$ cat config.mk
export PLATFORM = sky130hd
export DESIGN_NAME = twrm_ram
export DESIGN_NICKNAME = d
export VERILOG_FILES = /design/src/hdl/twrm_ram.sv
export SDC_FILE = /design/constraint.sdc
export NUM_CORES = 1
export LEC_CHECK = 0
export BUFFER_PORTS_ARGS = -buffer_cell sky130_fd_sc_hd__buf_2
export CORE_MARGIN = 3
export CORE_UTILIZATION = 37
export DETAILED_ROUTE_END_ITERATION = 12
export PLACE_DENSITY = 0.54
export RECOVER_POWER = 25
export SYNTH_ARGS = -nofsm -noshare
export SYNTH_HDL_FRONTEND = slang
export SYNTH_SLANG_ARGS = --single-unit
$ cat constraint.sdc
create_clock -name clk -period 2.1 [get_ports clk]
set_clock_uncertainty 0.2 [all_clocks]
set_input_delay 0.105 -clock clk [delete_from_list [all_inputs] [get_ports clk]]
set_output_delay 0.105 -clock clk [all_outputs]
set_load 0.05 [all_outputs]
$ cat src/hdl/twrm_ram.sv
// ----------------------------------------------------------------------------
// twrm_ram
// generic simple dual-port ram, one write port, one registered read port
// ----------------------------------------------------------------------------
module twrm_ram #(
  parameter int WIDTH = 8,
  parameter int DEPTH = 16
) (
  input  logic                     clk,
  input  logic                     we,
  input  logic [$clog2(DEPTH)-1:0] waddr,
  input  logic [WIDTH-1:0]         wdata,
  input  logic                     re,
  input  logic [$clog2(DEPTH)-1:0] raddr,
  output logic [WIDTH-1:0]         rdata
);

  logic [WIDTH-1:0] mem [DEPTH];
  logic [WIDTH-1:0] rdata_r;

  always_ff @(posedge clk) begin
    if (we) begin
      mem[waddr] <= wdata;
    end
    if (re) begin
      rdata_r <= mem[raddr];
    end
  end

  assign rdata = rdata_r;

endmodule

==> impl_metrics.tcl <==
set metrics [dict create \
    timing.reg2reg.setup_slack_ns 0.39 \
    yosysSeqAreaShare 0.781 \
    timing.setup.critical_path_class "reg -> reg" \
    start_kind "register" \
    boundary_pin_count 27 \
    post_route_setup_slack_ns 0.388 \
    clock_sink_count 136 \
    switching_share 0.210 \
    vdd_drop_max_mv 0.527 \
    syn_avg_cell_area_sq_um 22.8 \
    grt_setup_unrepaired "no" \
    slew_violations 0 \
    n_fill_cell 1115 \
    post-place-ws_ns 0.171 \
    synthCells 229 \
    layout.cells.non_filler 482 \
    final_core_density 0.468 \
    net_count_of_the_finished_layout 312 \
    initialDrtViolationCount 190 \
    vias 2485 \
    setup_viol 0 \
    share_comb_of_total_power 0.054 \
    overall_global_routing_resource_usage 0.138 \
    drv_cap 0 \
    path_cells "mux4_1, a22oi_1, nand2_1" \
    dieWidth_um 125 \
    avgRoutedWirePerCell_um 21.0 \
    hold_depth 3 \
    postSynthRegisterBits 136 \
    place.gp.congestion 0.723 \
    grt_start_max_net_pins 33 \
    drive_gt1_frac 0.284 \
    worst-endpoint-required_ns 2.05 \
    endpoint_kind "register" \
    p_sw_mw 1.31 \
    status "completed" \
    setup_tns_ns 0 \
    ctsHtreeMaxLevel 4 \
    cts_root_buf "sky130_fd_sc_hd__clkbuf_16" \
    fmax_ghz 0.584 \
    critical_path_fanout_max 1 \
    reg2regPathDepth 3 \
    synthesis.area_sq_um 5230 \
    yosysUniqueCellTypes 18 \
    period_minus_slack_ns 1.71 \
    clk_pin_slew_ns 0.06 \
    gr-total-overflow 0 \
    ant_nets 0 \
    crit_path_top_delay_cell "sky130_fd_sc_hd__mux4_1" \
    port_buffers 26 \
    hold_viol_final 0 \
    worst_skew_pair.late_latency_ns 0.41 \
    cts_inserted_buffers 17 \
    avgViaCountPerCell 5.16 \
    floorplan.die_area_sq_um 15600 \
    synthToLayoutAreaGrowth_pct 20.8 \
    first_global_vias 2591 \
    timing.critical_path.arrival_ns 1.67 \
    cts_resized 0 \
    power.share.sequential 0.492 \
    cts_post_setup_buffers_inserted 0 \
    grt_antenna_before_repair 0 \
    drt_pre_antenna_iters 6 \
    dp.final_hpwl_um 6450 \
    r2r-end "rdata[0]" \
    crit_path_end "rdata[0]" \
    placeableCoreArea_sq_um 13500 \
    hold_crit_class "in -> reg" \
    die-height_um 125 \
    floorplan.rows 42 \
    power_leakage_nw 2.10 \
    dp.cells 441 \
    routed_wirelength_um 10100 \
    ctsLongestPathBuffers 2 \
    timing.critical_path.from "mem[2][0]" \
    clock_tree_from_tritoncts "done" \
    worst_tran_pin_value_ns 0.747 \
    rr_startpoint "mem[2][0]" \
    critical_path.max_stage_delay_ns 0.50 \
    fin_crit_sh 0.815 \
    relSlewSlack 0.502 \
    clockPowerShare 0.454 \
    initial_core_util 0.387 \
    power_density_over_the_cells_nw_per_um2 989 \
    antenna_cells_inserted 0 \
    cts.hold.buffers_added 9 \
    synth.yosys.warnings 0 \
    detail_route.drc_violations 0 \
    grt_first_pass_wirelength_um 15600 \
    cell_internal_pwr_mw 4.93 \
    mappedNetlistNets 248 \
]
==> cell type report <==
cell class,count,area (sq um),area share
clock buffer,17,425,0.0674
clock inverter,15,154,0.0244
multi-input combinational,83,1060,0.167
sequential,136,4080,0.647
tap,176,220,0.0349
timing repair buffer,55,374,0.0592
==> layout by cell type, fill, tap and decap left out <==
master / count
sky130_fd_sc_hd__dlygate4sd3_1: 9
sky130_fd_sc_hd__and2_1: 1
sky130_fd_sc_hd__mux4_2: 18
sky130_fd_sc_hd__bufinv_16: 2
sky130_fd_sc_hd__clkinv_4: 2
sky130_fd_sc_hd__nand3b_1: 2
sky130_fd_sc_hd__buf_2: 21
sky130_fd_sc_hd__mux4_1: 14
sky130_fd_sc_hd__buf_4: 14
sky130_fd_sc_hd__a22oi_1: 16
sky130_fd_sc_hd__clkinv_2: 2
sky130_fd_sc_hd__or3b_2: 1
sky130_fd_sc_hd__buf_12: 2
sky130_fd_sc_hd__nand2_1: 9
sky130_fd_sc_hd__nand3_1: 1
sky130_fd_sc_hd__and2b_1: 1
sky130_fd_sc_hd__clkbuf_16: 17
sky130_fd_sc_hd__nor2b_1: 1
sky130_fd_sc_hd__nand2b_1: 2
sky130_fd_sc_hd__inv_6: 2
sky130_fd_sc_hd__nor2_1: 13
sky130_fd_sc_hd__edfxtp_1: 136
sky130_fd_sc_hd__nor3_1: 4
sky130_fd_sc_hd__clkinvlp_4: 6
sky130_fd_sc_hd__clkbuf_1: 9
sky130_fd_sc_hd__clkinv_1: 1
==> cells by family (layout without fill, tap and decap cells) <==
family                 count (synthesis)  after routing  share of synthesized area
DFF                                  136            136                      0.781
muxes                                 32             32                      0.148
buffers and inverters                 10             87                     0.0165
and+or+nand+nor                       35             35                     0.0314
AOI/OAI and AO/OA                     16             16                     0.0230
==> cell usage after synthesis <==
| library cell | instances | area share |
|---|---|---|
| sky130_fd_sc_hd__and2b_1 | 1 | 0.0014 |
| sky130_fd_sc_hd__buf_6 | 3 | 0.0065 |
| sky130_fd_sc_hd__clkdlybuf4s25_2 | 3 | 0.0057 |
| sky130_fd_sc_hd__nor2b_1 | 1 | 0.0012 |
| sky130_fd_sc_hd__buf_4 | 1 | 0.0014 |
| sky130_fd_sc_hd__mux4_2 | 18 | 0.078 |
| sky130_fd_sc_hd__nand3_1 | 1 | 0.00096 |
| sky130_fd_sc_hd__nor2_1 | 13 | 0.0093 |
| sky130_fd_sc_hd__and2_1 | 1 | 0.0012 |
| sky130_fd_sc_hd__nand2b_1 | 2 | 0.0024 |
| sky130_fd_sc_hd__nor3_1 | 4 | 0.0038 |
| sky130_fd_sc_hd__mux4_1 | 14 | 0.070 |
| sky130_fd_sc_hd__buf_2 | 3 | 0.0029 |
| sky130_fd_sc_hd__or3b_2 | 1 | 0.0017 |
| sky130_fd_sc_hd__nand3b_1 | 2 | 0.0029 |
| sky130_fd_sc_hd__a22oi_1 | 16 | 0.023 |
| sky130_fd_sc_hd__edfxtp_1 | 136 | 0.78 |
| sky130_fd_sc_hd__nand2_1 | 9 | 0.0065 |
==> worst min-delay path by stage <==
| stage | startpoint | endpoint | slack (ns) |
|---|---|---|---|
| 2_1_floorplan | wdata[0] | mem[0][0] | 0.004 |
| 3_3_place_gp | re | rdata[5] | 0.29 |
| 3_5_place_dp | re | rdata[7] | 0.28 |
| 4_1_cts | waddr[0] | mem[4][3] | 0.05 |
| 5_1_grt | waddr[0] | mem[0][4] | 0.07 |
| 6_report | waddr[2] | mem[5][7] | 0.07 |
==> registers in the layout (all words and copies together) (netlist names) <==
register,cells
mem,128
rdata,8
==> metal layers <==
layer	track usage	share of wire
met1	0.184	0.45
met2	0.217	0.50
met3	0.0403	0.043
met4	0.0504	0.0088
met5	0	0
==> stage by stage <==
step	hold WS, ns	power, mW	instance area (sq um)
4_1_cts	0.0534	6.31	6340
2_1_floorplan	0.00387	3.33	5230
6_report	0.0736	6.25	6310
5_1_grt	0.0722	6.47	6310
3_3_place_gp	0.286	3.45	5670
3_5_place_dp	0.283	3.46	5670
==> critical path, delay by kind of cell, from the launching register on <==
family	cells	cell delay, ns
compound gates	1	0.32
flops	1	0.36
mux	1	0.50
simple gates	1	0.08
==> power groups by stage <==
stage	sequential, mW	combinational (mW)	clock [mW]
floorplan	3.17	0.154	0
global placement	3.13	0.327	0
detailed placement	3.13	0.331	0
CTS	3.07	0.344	2.89
global route	3.08	0.365	3.02
finish	3.07	0.336	2.84
Note: power is estimated with default switching activity, not from simulation.
